==> src/rtl/acf_pkg.sv <==
// Shared types, constants and codes for the audio crystalizer filter.
package acf_pkg;

   localparam int CHANNELS   = 8;
   localparam int CH_W       = 3;
   localparam int HIST_IDX_W = (CHANNELS > 1) ? $clog2(CHANNELS) : 1;
   localparam int SAMPLE_W   = 16;
   localparam int K_W        = 17;
   localparam int OUT_W      = 21;

   // Multiplier: 22-bit difference times 17-bit intensity.
   localparam int MUL_A_W = OUT_W + 1;
   localparam int PROD_W  = MUL_A_W + K_W;
   localparam int NUM_W   = PROD_W + 1;
   localparam int RES_W   = 38;

   // Divider: dividend below 2^36, divisor 4097..45056.
   localparam int DVD_W     = 36;
   localparam int DEN_W     = 16;
   localparam int DIV_STEPS = DVD_W / 2;
   localparam int CNT_W     = $clog2(DIV_STEPS);

   localparam int K_MAX   = 40960;
   localparam int K_MIN   = -40960;
   localparam int K_RESET = 8192;
   localparam int Q_MAX   = 1048575;
   localparam int Q_MIN   = -1048576;
   localparam int ONE_Q15 = 32768;
   localparam int K_ONE   = 4096;
   localparam int RND_HALF = 2048;
   localparam int RND_SHIFT = 12;

   typedef enum logic {
      CSR_INTENSITY = 1'b0,
      CSR_CLIP      = 1'b1
   } csr_index_type;

   typedef enum logic [2:0] {
      S_IDLE,
      S_MUL,
      S_PREP,
      S_DIV,
      S_DONE
   } state_type;

   typedef struct packed {
      logic capture;
      logic mul;
      logic prep;
      logic div_step;
      logic finish;
   } ctrl_cmd_type;

   typedef struct packed {
      logic smooth;
   } dp_status_type;

endpackage

==> src/rtl/acf_req_if.sv <==
// Request channel: one audio sample beat with its channel number.
interface acf_req_if;
   import acf_pkg::*;
   logic                       valid;
   logic                       ready;
   logic signed [SAMPLE_W-1:0] sample;
   logic [CH_W-1:0]            channel;

   modport source (output valid, output sample, output channel, input ready);
   modport sink   (input valid, input sample, input channel, output ready);
endinterface

==> src/rtl/acf_rsp_if.sv <==
// Response channel: one filtered sample beat with its channel number.
interface acf_rsp_if;
   import acf_pkg::*;
   logic                    valid;
   logic                    ready;
   logic signed [OUT_W-1:0] filtered;
   logic [CH_W-1:0]         out_channel;

   modport source (output valid, output filtered, output out_channel, input ready);
   modport sink   (input valid, input filtered, input out_channel, output ready);
endinterface

==> src/rtl/audio_crystalizer_filter_unit.sv <==
// A request beat is captured, multiplied and prepared; when smoothing it then passes
// through the divider, which retires 2 quotient bits per cycle. One beat is processed
// at a time: the next beat is accepted only after the last one has finished.
// A finished response waits in an output register while the next beat is accepted.
// Reset (synchronous, active high) clears channel history to zero, intensity to 2.0
// and clip enable to 1, and empties the response register.
module audio_crystalizer_filter_unit
   import acf_pkg::*;
(
   input  logic           clock,
   input  logic           reset,
   acf_req_if.sink        req_chan,
   acf_rsp_if.source      rsp_chan,
   input  logic           csr_wr_en,
   input  logic           csr_index,
   input  logic [K_W-1:0] csr_wdata
);

   ctrl_cmd_type          cmd;
   dp_status_type         status;
   logic signed [K_W-1:0] intensity;
   logic                  clip_enable;

   // Hold configuration; intensity writes clamp to [-10, 10].
   acf_csr u_csr (
      .clock       (clock),
      .reset       (reset),
      .csr_wr_en   (csr_wr_en),
      .csr_index   (csr_index),
      .csr_wdata   (csr_wdata),
      .intensity   (intensity),
      .clip_enable (clip_enable)
   );

   // Sequence one beat at a time; advance to idle once the result register is free.
   acf_ctrl u_ctrl (
      .clock     (clock),
      .reset     (reset),
      .req_valid (req_chan.valid),
      .req_ready (req_chan.ready),
      .rsp_valid (rsp_chan.valid),
      .rsp_ready (rsp_chan.ready),
      .status    (status),
      .cmd       (cmd)
   );

   // Multiply, divide, saturate and update the per-channel history.
   acf_dp u_dp (
      .clock       (clock),
      .reset       (reset),
      .cmd         (cmd),
      .status      (status),
      .sample      (req_chan.sample),
      .channel     (req_chan.channel),
      .intensity   (intensity),
      .clip_enable (clip_enable),
      .filtered    (rsp_chan.filtered),
      .out_channel (rsp_chan.out_channel)
   );

endmodule

==> src/rtl/acf_csr.sv <==
// Configuration registers: clamped intensity and clip enable.
module acf_csr
   import acf_pkg::*;
(
   input  logic                  clock,
   input  logic                  reset,
   input  logic                  csr_wr_en,
   input  logic                  csr_index,
   input  logic [K_W-1:0]        csr_wdata,
   output logic signed [K_W-1:0] intensity,
   output logic                  clip_enable
);

   logic signed [K_W-1:0] intensity_ff, intensity_in;
   logic                  clip_ff, clip_in;
   logic signed [K_W-1:0] wdata_s;

   always_comb begin
      wdata_s      = $signed(csr_wdata);
      intensity_in = intensity_ff;
      clip_in      = clip_ff;
      if (csr_wr_en && csr_index == CSR_INTENSITY) begin
         if (wdata_s < K_W'(K_MIN)) begin
            intensity_in = K_W'(K_MIN);
         end else if (wdata_s > K_W'(K_MAX)) begin
            intensity_in = K_W'(K_MAX);
         end else begin
            intensity_in = wdata_s;
         end
      end
      if (csr_wr_en && csr_index == CSR_CLIP) begin
         clip_in = csr_wdata[0];
      end
   end

   always_ff @(posedge clock) begin
      if (reset) begin
         intensity_ff <= K_W'(K_RESET);
         clip_ff      <= 1'b1;
      end else begin
         intensity_ff <= intensity_in;
         clip_ff      <= clip_in;
      end
   end

   assign intensity   = intensity_ff;
   assign clip_enable = clip_ff;

endmodule

==> src/rtl/acf_dp.sv <==
// Datapath: channel history, shared multiplier, radix-4 divider, saturation.
module acf_dp
   import acf_pkg::*;
(
   input  logic                       clock,
   input  logic                       reset,
   input  ctrl_cmd_type               cmd,
   output dp_status_type              status,
   input  logic signed [SAMPLE_W-1:0] sample,
   input  logic [CH_W-1:0]            channel,
   input  logic signed [K_W-1:0]      intensity,
   input  logic                       clip_enable,
   output logic signed [OUT_W-1:0]    filtered,
   output logic [CH_W-1:0]            out_channel
);

   logic signed [OUT_W-1:0]    hist_ff [CHANNELS];
   logic signed [OUT_W-1:0]    hist_in [CHANNELS];
   logic signed [SAMPLE_W-1:0] v_ff, v_in;
   logic [CH_W-1:0]            ch_ff, ch_in;
   logic signed [OUT_W-1:0]    prev_ff, prev_in;
   logic                       hv_ff, hv_in;
   logic                       smooth_ff, smooth_in;
   logic signed [PROD_W-1:0]   prod_ff, prod_in;
   logic signed [RES_W-1:0]    res_ff, res_in;
   logic                       neg_ff, neg_in;
   logic [DVD_W-1:0]           dvd_ff, dvd_in;
   logic [DEN_W-1:0]           rem_ff, rem_in;
   logic [DEN_W-1:0]           den_ff, den_in;
   logic signed [OUT_W-1:0]    filt_ff, filt_in;
   logic [CH_W-1:0]            och_ff, och_in;

   logic                       in_range;
   logic [HIST_IDX_W-1:0]      idx_in, idx_ff;
   logic signed [MUL_A_W-1:0]  mul_a;
   logic signed [NUM_W-1:0]    rnd_sum;
   logic signed [NUM_W-1:0]    num;
   logic [NUM_W-1:0]           mag;
   logic signed [K_W:0]        den_full;
   logic [DEN_W:0]             r1, r2;
   logic                       ge1, ge2;
   logic [DEN_W-1:0]           r1s;
   logic [DVD_W-1:0]           dvd1;
   logic signed [RES_W-1:0]    y_pre, y_sat, y_clip;

   assign in_range = (32'(channel) < CHANNELS);
   assign idx_in   = channel[HIST_IDX_W-1:0];
   assign idx_ff   = ch_ff[HIST_IDX_W-1:0];

   always_comb begin
      // operands and arithmetic
      mul_a = smooth_ff ? MUL_A_W'(prev_ff) : (MUL_A_W'(v_ff) - MUL_A_W'(prev_ff));
      rnd_sum  = NUM_W'(prod_ff) + NUM_W'(RND_HALF);
      num      = (NUM_W'(v_ff) <<< RND_SHIFT) - NUM_W'(prod_ff);
      mag      = num[NUM_W-1] ? NUM_W'(-num) : NUM_W'(num);
      den_full = (K_W+1)'(K_ONE) - (K_W+1)'(intensity);

      // two restoring steps per cycle
      r1   = {rem_ff, dvd_ff[DVD_W-1]};
      ge1  = (r1 >= {1'b0, den_ff});
      r1s  = ge1 ? DEN_W'(r1 - {1'b0, den_ff}) : r1[DEN_W-1:0];
      dvd1 = {dvd_ff[DVD_W-2:0], ge1};
      r2   = {r1s, dvd1[DVD_W-1]};
      ge2  = (r2 >= {1'b0, den_ff});

      // result select, saturate, clip
      if (smooth_ff) begin
         y_pre = neg_ff ? -RES_W'(dvd_ff) : RES_W'(dvd_ff);
      end else begin
         y_pre = res_ff;
      end
      if (y_pre > RES_W'(Q_MAX)) begin
         y_sat = RES_W'(Q_MAX);
      end else if (y_pre < RES_W'(Q_MIN)) begin
         y_sat = RES_W'(Q_MIN);
      end else begin
         y_sat = y_pre;
      end
      if (clip_enable && y_sat > RES_W'(ONE_Q15)) begin
         y_clip = RES_W'(ONE_Q15);
      end else if (clip_enable && y_sat < -RES_W'(ONE_Q15)) begin
         y_clip = -RES_W'(ONE_Q15);
      end else begin
         y_clip = y_sat;
      end
   end

   always_comb begin
      hist_in   = hist_ff;
      v_in      = v_ff;
      ch_in     = ch_ff;
      prev_in   = prev_ff;
      hv_in     = hv_ff;
      smooth_in = smooth_ff;
      prod_in   = prod_ff;
      res_in    = res_ff;
      neg_in    = neg_ff;
      dvd_in    = dvd_ff;
      rem_in    = rem_ff;
      den_in    = den_ff;
      filt_in   = filt_ff;
      och_in    = och_ff;

      if (cmd.capture) begin
         v_in      = sample;
         ch_in     = channel;
         hv_in     = in_range;
         prev_in   = in_range ? hist_ff[idx_in] : '0;
         smooth_in = intensity[K_W-1];
      end
      if (cmd.mul) begin
         prod_in = PROD_W'(mul_a) * PROD_W'(intensity);
      end
      if (cmd.prep) begin
         // arithmetic shift of the rounded product: keep its sign
         res_in = RES_W'(v_ff) + RES_W'($signed(rnd_sum[NUM_W-1:RND_SHIFT]));
         neg_in = num[NUM_W-1];
         dvd_in = DVD_W'(mag + NUM_W'(den_full[DEN_W-1:1]));
         rem_in = '0;
         den_in = den_full[DEN_W-1:0];
      end
      if (cmd.div_step) begin
         rem_in = ge2 ? DEN_W'(r2 - {1'b0, den_ff}) : r2[DEN_W-1:0];
         dvd_in = {dvd1[DVD_W-2:0], ge2};
      end
      if (cmd.finish) begin
         filt_in = y_clip[OUT_W-1:0];
         och_in  = ch_ff;
         if (hv_ff) begin
            hist_in[idx_ff] = smooth_ff ? y_clip[OUT_W-1:0] : OUT_W'(v_ff);
         end
      end
   end

   always_ff @(posedge clock) begin
      if (reset) begin
         for (int i = 0; i < CHANNELS; i++) begin
            hist_ff[i] <= '0;
         end
      end else begin
         hist_ff <= hist_in;
      end
   end

   always_ff @(posedge clock) begin
      v_ff      <= v_in;
      ch_ff     <= ch_in;
      prev_ff   <= prev_in;
      hv_ff     <= hv_in;
      smooth_ff <= smooth_in;
      prod_ff   <= prod_in;
      res_ff    <= res_in;
      neg_ff    <= neg_in;
      dvd_ff    <= dvd_in;
      rem_ff    <= rem_in;
      den_ff    <= den_in;
      filt_ff   <= filt_in;
      och_ff    <= och_in;
   end

   assign status.smooth = smooth_ff;
   assign filtered      = filt_ff;
   assign out_channel   = och_ff;

endmodule

==> src/rtl/acf_ctrl.sv <==
// Controller: sequences capture, multiply, divide and result hand-off.
module acf_ctrl
   import acf_pkg::*;
(
   input  logic          clock,
   input  logic          reset,
   input  logic          req_valid,
   output logic          req_ready,
   output logic          rsp_valid,
   input  logic          rsp_ready,
   input  dp_status_type status,
   output ctrl_cmd_type  cmd
);

   state_type        state_ff, state_in;
   logic [CNT_W-1:0] cnt_ff, cnt_in;
   logic             out_valid_ff, out_valid_in;
   logic             out_free;

   assign out_free = !out_valid_ff || rsp_ready;

   always_comb begin
      state_in = state_ff;
      case (state_ff)
         S_IDLE: begin
            if (req_valid) begin
               state_in = S_MUL;
            end
         end
         S_MUL:  state_in = S_PREP;
         S_PREP: state_in = status.smooth ? S_DIV : S_DONE;
         S_DIV: begin
            if (cnt_ff == CNT_W'(DIV_STEPS - 1)) begin
               state_in = S_DONE;
            end
         end
         S_DONE: begin
            if (out_free) begin
               state_in = S_IDLE;
            end
         end
         default: state_in = S_IDLE;
      endcase
   end

   always_comb begin
      req_ready    = 1'b0;
      cmd          = '0;
      cnt_in       = cnt_ff;
      case (state_ff)
         S_IDLE: begin
            req_ready   = 1'b1;
            cmd.capture = req_valid;
         end
         S_MUL:  cmd.mul = 1'b1;
         S_PREP: begin
            cmd.prep = 1'b1;
            cnt_in   = '0;
         end
         S_DIV: begin
            cmd.div_step = 1'b1;
            cnt_in       = cnt_ff + 1'b1;
         end
         S_DONE: cmd.finish = out_free;
         default: cmd = '0;
      endcase
      if (cmd.finish) begin
         out_valid_in = 1'b1;
      end else if (rsp_ready) begin
         out_valid_in = 1'b0;
      end else begin
         out_valid_in = out_valid_ff;
      end
   end

   always_ff @(posedge clock) begin
      if (reset) begin
         state_ff     <= S_IDLE;
         cnt_ff       <= '0;
         out_valid_ff <= 1'b0;
      end else begin
         state_ff     <= state_in;
         cnt_ff       <= cnt_in;
         out_valid_ff <= out_valid_in;
      end
   end

   assign rsp_valid = out_valid_ff;

   a_ready_idle: assert property (@(posedge clock) disable iff (reset)
      req_ready |-> state_ff == S_IDLE)
      else $error("request taken outside idle");

   a_finish_valid: assert property (@(posedge clock) disable iff (reset)
      cmd.finish |=> out_valid_ff)
      else $error("finished result not presented");

   a_sharpen_skip: assert property (@(posedge clock) disable iff (reset)
      (state_ff == S_PREP && !status.smooth) |=> state_ff == S_DONE)
      else $error("sharpen path entered divider");

   a_div_count: assert property (@(posedge clock) disable iff (reset)
      state_ff == S_DIV |-> cnt_ff < CNT_W'(DIV_STEPS))
      else $error("divider step count overrun");

endmodule
==> src/flat_wrapper.sv <==
// flat-port wrapper written by rule: the top's interface ports become plain ports
module audio_crystalizer_filter_unit_flat import acf_pkg::*;
  (clock, reset, csr_wr_en, csr_index, csr_wdata, req_chan_valid, req_chan_sample, req_chan_channel, req_chan_ready, rsp_chan_valid, rsp_chan_filtered, rsp_chan_out_channel, rsp_chan_ready);
  acf_req_if req_chan_i ();
  acf_rsp_if rsp_chan_i ();
  input  logic clock;
  input  logic reset;
  input  logic csr_wr_en;
  input  logic csr_index;
  input  logic [K_W-1:0] csr_wdata;
  input wire logic [$bits(req_chan_i.valid)-1:0] req_chan_valid;
  input wire logic [$bits(req_chan_i.sample)-1:0] req_chan_sample;
  input wire logic [$bits(req_chan_i.channel)-1:0] req_chan_channel;
  output wire logic [$bits(req_chan_i.ready)-1:0] req_chan_ready;
  output wire logic [$bits(rsp_chan_i.valid)-1:0] rsp_chan_valid;
  output wire logic [$bits(rsp_chan_i.filtered)-1:0] rsp_chan_filtered;
  output wire logic [$bits(rsp_chan_i.out_channel)-1:0] rsp_chan_out_channel;
  input wire logic [$bits(rsp_chan_i.ready)-1:0] rsp_chan_ready;
  assign req_chan_i.valid = req_chan_valid;
  assign req_chan_i.sample = req_chan_sample;
  assign req_chan_i.channel = req_chan_channel;
  assign req_chan_ready = req_chan_i.ready;
  assign rsp_chan_valid = rsp_chan_i.valid;
  assign rsp_chan_filtered = rsp_chan_i.filtered;
  assign rsp_chan_out_channel = rsp_chan_i.out_channel;
  assign rsp_chan_i.ready = rsp_chan_ready;
  audio_crystalizer_filter_unit u_core (.clock(clock), .reset(reset), .req_chan(req_chan_i), .rsp_chan(rsp_chan_i), .csr_wr_en(csr_wr_en), .csr_index(csr_index), .csr_wdata(csr_wdata));
endmodule
==> config.mk <==
export PLATFORM = sky130hd
export DESIGN_NAME = audio_crystalizer_filter_unit_flat
export DESIGN_NICKNAME = d
export VERILOG_FILES = /design/src/rtl/acf_pkg.sv /design/src/rtl/acf_req_if.sv /design/src/rtl/acf_rsp_if.sv /design/src/rtl/audio_crystalizer_filter_unit.sv /design/src/rtl/acf_csr.sv /design/src/rtl/acf_dp.sv /design/src/rtl/acf_ctrl.sv /design/src/flat_wrapper.sv
export SDC_FILE = /design/constraint.sdc
export NUM_CORES = 2
export LEC_CHECK = 0
export BUFFER_PORTS_ARGS = -buffer_cell sky130_fd_sc_hd__buf_2
export CAP_MARGIN = 30
export CORE_MARGIN = 4
export CORE_UTILIZATION = 66
export CTS_BUF_LIST = sky130_fd_sc_hd__clkbuf_16
export CTS_CLUSTER_SIZE = 24
export DETAILED_ROUTE_END_ITERATION = 6
export GPL_TIMING_DRIVEN = 0
export HOLD_SLACK_MARGIN = 0.12
export PLACE_DENSITY = 0.83
export REMOVE_ABC_BUFFERS = 1
export SETUP_SLACK_MARGIN = 0.1
export SLEW_MARGIN = 20
export SYNTH_ARGS = -nofsm -noshare
export SYNTH_HDL_FRONTEND = slang
export SYNTH_SLANG_ARGS = --single-unit
export TNS_END_PERCENT = 1
==> constraint.sdc <==
create_clock -name clock -period 12.1 [get_ports clock]
set_clock_uncertainty 0.15 [all_clocks]
set_input_delay 1.21 -clock clock [delete_from_list [all_inputs] [get_ports clock]]
set_output_delay 1.21 -clock clock [all_outputs]
set_load 0.1 [all_outputs]
==> results_tabular.tex <==
\begin{tabular}{lr}
\hline
Metric & Value \\
\hline
\multicolumn{2}{l}{\textbf{CTS}} \\
\# clock sinks & 397 \\
Root Buffer Master & sky130\_fd\_sc\_hd\_\_clkbuf\_16 \\
TritonCTS clock tree & yes \\
Level count of the clock H-tree & 2 \\
Hold Buf Count CTS & 0 \\
CTS buffer count & 43 \\
Buffer depth of the longest clock path & 3 \\
Clock latency on the worst-skew pair & 0.61 ns \\
Clock-pin slew on the worst setup and hold paths & 0.07 ns \\
\multicolumn{2}{l}{\textbf{Global routing}} \\
Aggregate global-route resource usage & 33.24\% \\
Number of antenna violations at the first check in global routing & 2 \\
Sum of overflow across all layers after global routing & 0 \\
Number of global-route vias before repair & 32236 \\
First-pass GRT wire length & 170400 µm \\
Maximum number of pins on one net before global-route repair & 123 \\
\multicolumn{2}{l}{\textbf{Synthesis}} \\
Most used DFF post-synth & sky130\_fd\_sc\_hd\_\_edfxtp\_1 \\
Gate Count Post-Synth & 4320 \\
Yosys warning count & 0 \\
Portion of the post-synthesis area used by sequential elements & 25.29\% \\
Seq cells post-synth & 397 \\
Cell Area, Synth & 0.03942 mm² \\
Synthesized area divided by synthesized cell count & 9.125 µm² \\
Post-synth cell types & 84 \\
Share of synthesized registers carrying an async set or reset & 0\% \\
Number of synthesized flops with an enable pin & 202 \\
\multicolumn{2}{l}{\textbf{Place}} \\
GPL Wtd Cong & 0.9492 \\
HPWL after detailed placement & 80490 µm \\
Area after DPL & 0.04103 mm² \\
Worst setup slack before clock tree synthesis & -0.1186 ns \\
Dpl cells & 5013 \\
PortBufs & 67 \\
\multicolumn{2}{l}{\textbf{Timing}} \\
Fmax & 88.45 MHz \\
Final slew viol count & 0 \\
Part of the cycle the worst path needs & 93.44\% \\
Number of endpoints with negative hold slack in the final report & 0 \\
Transition time of the tightest slew-check pin & 0.9904 ns \\
Unrepaired setup endpoints after global routing & no \\
Minimum clock period after layout & 11.31 ns \\
PnR worst setup slack & 0.7936 ns \\
Hold slack final & 0.3137 ns \\
Sum Neg Setup Slack & 0 ns \\
Max-Slew Margin vs Limit & 33.25\% \\
Final setup viols & 0 \\
\multicolumn{2}{l}{\textbf{Finish}} \\
Area of all placed cells without fillers & 0.04246 mm² \\
Seq. cell area & 0.009975 mm² \\
Number of standard cells in the layout, taps in and fillers out & 5099 \\
Share of final-layout standard cells stronger than drive strength 1 & 8.486\% \\
Final-layout fill cell count & 4154 \\
Number of nets in the finished design & 4934 \\
Post-layout utilization of the core & 71.94\% \\
Layout Area Growth over Synthesis & 7.710\% \\
Combined area of the multi-input logic cells & 0.02680 mm² \\
\multicolumn{2}{l}{\textbf{Drt}} \\
Total length of routed met2 wires & 50340 µm \\
Highest metal layer with signal wires & met5 \\
Routed metal-1 wire length & 41140 µm \\
Routed met3 length & 9048 µm \\
Count of TritonRoute iterations in the first routing pass & 6 \\
Via total after detailed routing & 32341 \\
Via density per instance & 6.343 \\
Remaining routing DRC violations & 0 \\
Overall routed net length & 106100 µm \\
Number of design-rule violations left by the first detailed-router iteration & 3287 \\
Routed length per instance & 20.81 µm \\
Number of antenna-violating nets in the routed design & 0 \\
\multicolumn{2}{l}{\textbf{Pwr}} \\
Max rail drop VDD & 0.0002915 V \\
Total power after layout & 10.80 mW \\
Power per standard cell area & 254.4 mW/mm² \\
Lkg Pwr & 18.43 nW \\
\multicolumn{2}{l}{\textbf{Setup path}} \\
Worst flop-to-flop path startpoint & u\_core.u\_dp.v\_ff[0]\$\_DFFE\_PP\_ \\
CP startpoint kind & flip-flop \\
Cell repeated most along the worst path & sky130\_fd\_sc\_hd\_\_fa\_1 \\
Critical path launch point & u\_core.u\_dp.v\_ff[0]\$\_DFFE\_PP\_ \\
R2R setup slack & 0.79 ns \\
CP max-delay cell & sky130\_fd\_sc\_hd\_\_edfxtp\_1 \\
Required @ worst endpoint & 12.30 ns \\
Setup crit end kind & flip-flop \\
Delay of the slowest cell on the worst path & 0.57 ns \\
Crit path arrival time & 11.50 ns \\
Class of the most critical setup path & flip-flop to flip-flop \\
Maximum fanout encountered on the critical timing path & 16 \\
\multicolumn{2}{l}{\textbf{Floorplan}} \\
Starting density of the core & 66.79\% \\
Area inside the core boundary & 0.05902 mm² \\
DIE AREA & 0.06370 mm² \\
Die outline width & 252.4 µm \\
Io pins & 68 \\
Die span in y & 252.4 µm \\
Number of cell rows & 89 \\
\multicolumn{2}{l}{\textbf{Run}} \\
Max-cap violation count & 0 \\
\multicolumn{2}{l}{\textbf{Hold path}} \\
Hold path start & u\_core.u\_dp.hist\_ff[120]\$\_SDFFE\_PP0P\_ \\
Hold/Removal Path Class & flip-flop to flip-flop \\
\multicolumn{2}{l}{\textbf{Run status}} \\
Result of the run & finished, final reports clean \\
\hline
\end{tabular}
## power breakdown
part / internal, mW / switching [mW]
registers: 1.93 / 0.292
clock network: 0.691 / 0.588
logic: 2.85 / 4.45
## cell usage after synthesis (all sizes together) (20+ instances only)
cell	instances	area share (%)
inv	552	5.3
nand2	394	3.8
fa	376	19
nor2	324	3.1
ha	226	7.2
edfxtp	202	15
clkbuf	198	1.9
o21ai	198	2.5
dfxtp	195	9.9
and2	191	3.0
a21oi	178	2.3
xnor2	163	3.6
nand3b	101	1.9
nor3	80	1.0
xor2	80	1.8
a21o	66	1.3
a211oi	63	1.2
nand3	56	0.71
mux4	42	2.4
mux2	40	1.1
nand2b	38	0.60
mux2i	34	0.86
and3	32	0.51
nor2b	30	0.48
nand4	29	0.46
o21a	29	0.55
or3	28	0.44
o22ai	27	0.43
a22oi	26	0.81
nor4	25	0.40
o31ai	24	0.46
or2	23	0.37
a31oi	20	0.32
## layout by cell type, fill, tap and decap left out, drive strengths merged, types with 30 or more instances in the layout
master  instances
nand2         394
and3           32
xnor2         163
edfxtp        202
a21o           66
buf           135
xor2           80
clkbuf         45
ha            226
mux2i          34
nor3           80
fa            376
nand3          56
nor2b          30
and2          191
a211oi         63
inv           569
nand3b        101
mux4           42
nand2b         38
dfxtp         195
mux2           40
o21ai         198
a21oi         178
nor2          324
## flip-flops by register name (all words and copies together) (netlist names), 17 cells and up
| signal | cells |
|---|---|
| u_core.u_csr.intensity | 17 |
| u_core.u_dp.hist_ff | 168 |
| u_core.u_dp.prev_ff | 21 |
| u_core.u_dp.res_ff | 29 |
| u_core.u_dp.filtered | 21 |
| u_core.u_dp.prod_ff | 39 |
| u_core.u_dp.dvd_ff | 36 |
## worst max-delay path: cells and delay by family, from the launching register on
family	cells	cell delay [ns]
multiplexers	1	0.34
flip-flops	1	0.57
XOR/XNOR	1	0.26
AND/OR/NAND/NOR	5	0.97
adder cells (fa/ha/maj)	9	4.02
AO/OA/AOI/OAI	19	4.45
buffers and inverters	4	0.25
## kinds of logic after synthesis
logic type      share of synthesized area [%]
buf+inv                                 7.303
flops                                   25.29
fa+ha+maj                               26.27
xor+xnor                                5.399
simple gates                            17.79
mux                                     4.406
compound gates                          13.54
## worst paths after layout
| kind | to | depth (start not counted) |
|---|---|---|
| worst max-delay path | u_core.u_dp.prod_ff[37]$_DFFE_PP_ | 39 |
| worst min register to register | u_core.u_dp.hist_ff[120]$_SDFFE_PP0P_ | 2 |
| worst max register to register | u_core.u_dp.prod_ff[37]$_DFFE_PP_ | 39 |
| worst min-delay path | u_core.u_dp.hist_ff[120]$_SDFFE_PP0P_ | 2 |
## per-layer routing
layer / track usage, % / vias up
li1: - / 14587
met4: 14.79 / 2
met2: 54.51 / 1532
met5: 0 / -
met3: 5.526 / 353
met1: 43.87 / 15867
## area by class of cell
type / count / share of cell area [%]
antenna: 1 / 0.005894
clock buffer: 44 / 2.593
clock inverter: 36 / 0.5894
inverter: 555 / 4.909
multi-input combinational: 3157 / 63.13
sequential: 397 / 23.49
tap: 773 / 2.278
timing repair buffer: 136 / 3.006
## what timing repair did
| action | CTS | global route |
|---|---|---|
| setup buffers | 0 | 3 |
| endpoints found under the setup margin | 2 | 6 |
| gates resized for setup | 2 | 5 |
Note: power is estimated with default switching activity, not from simulation.
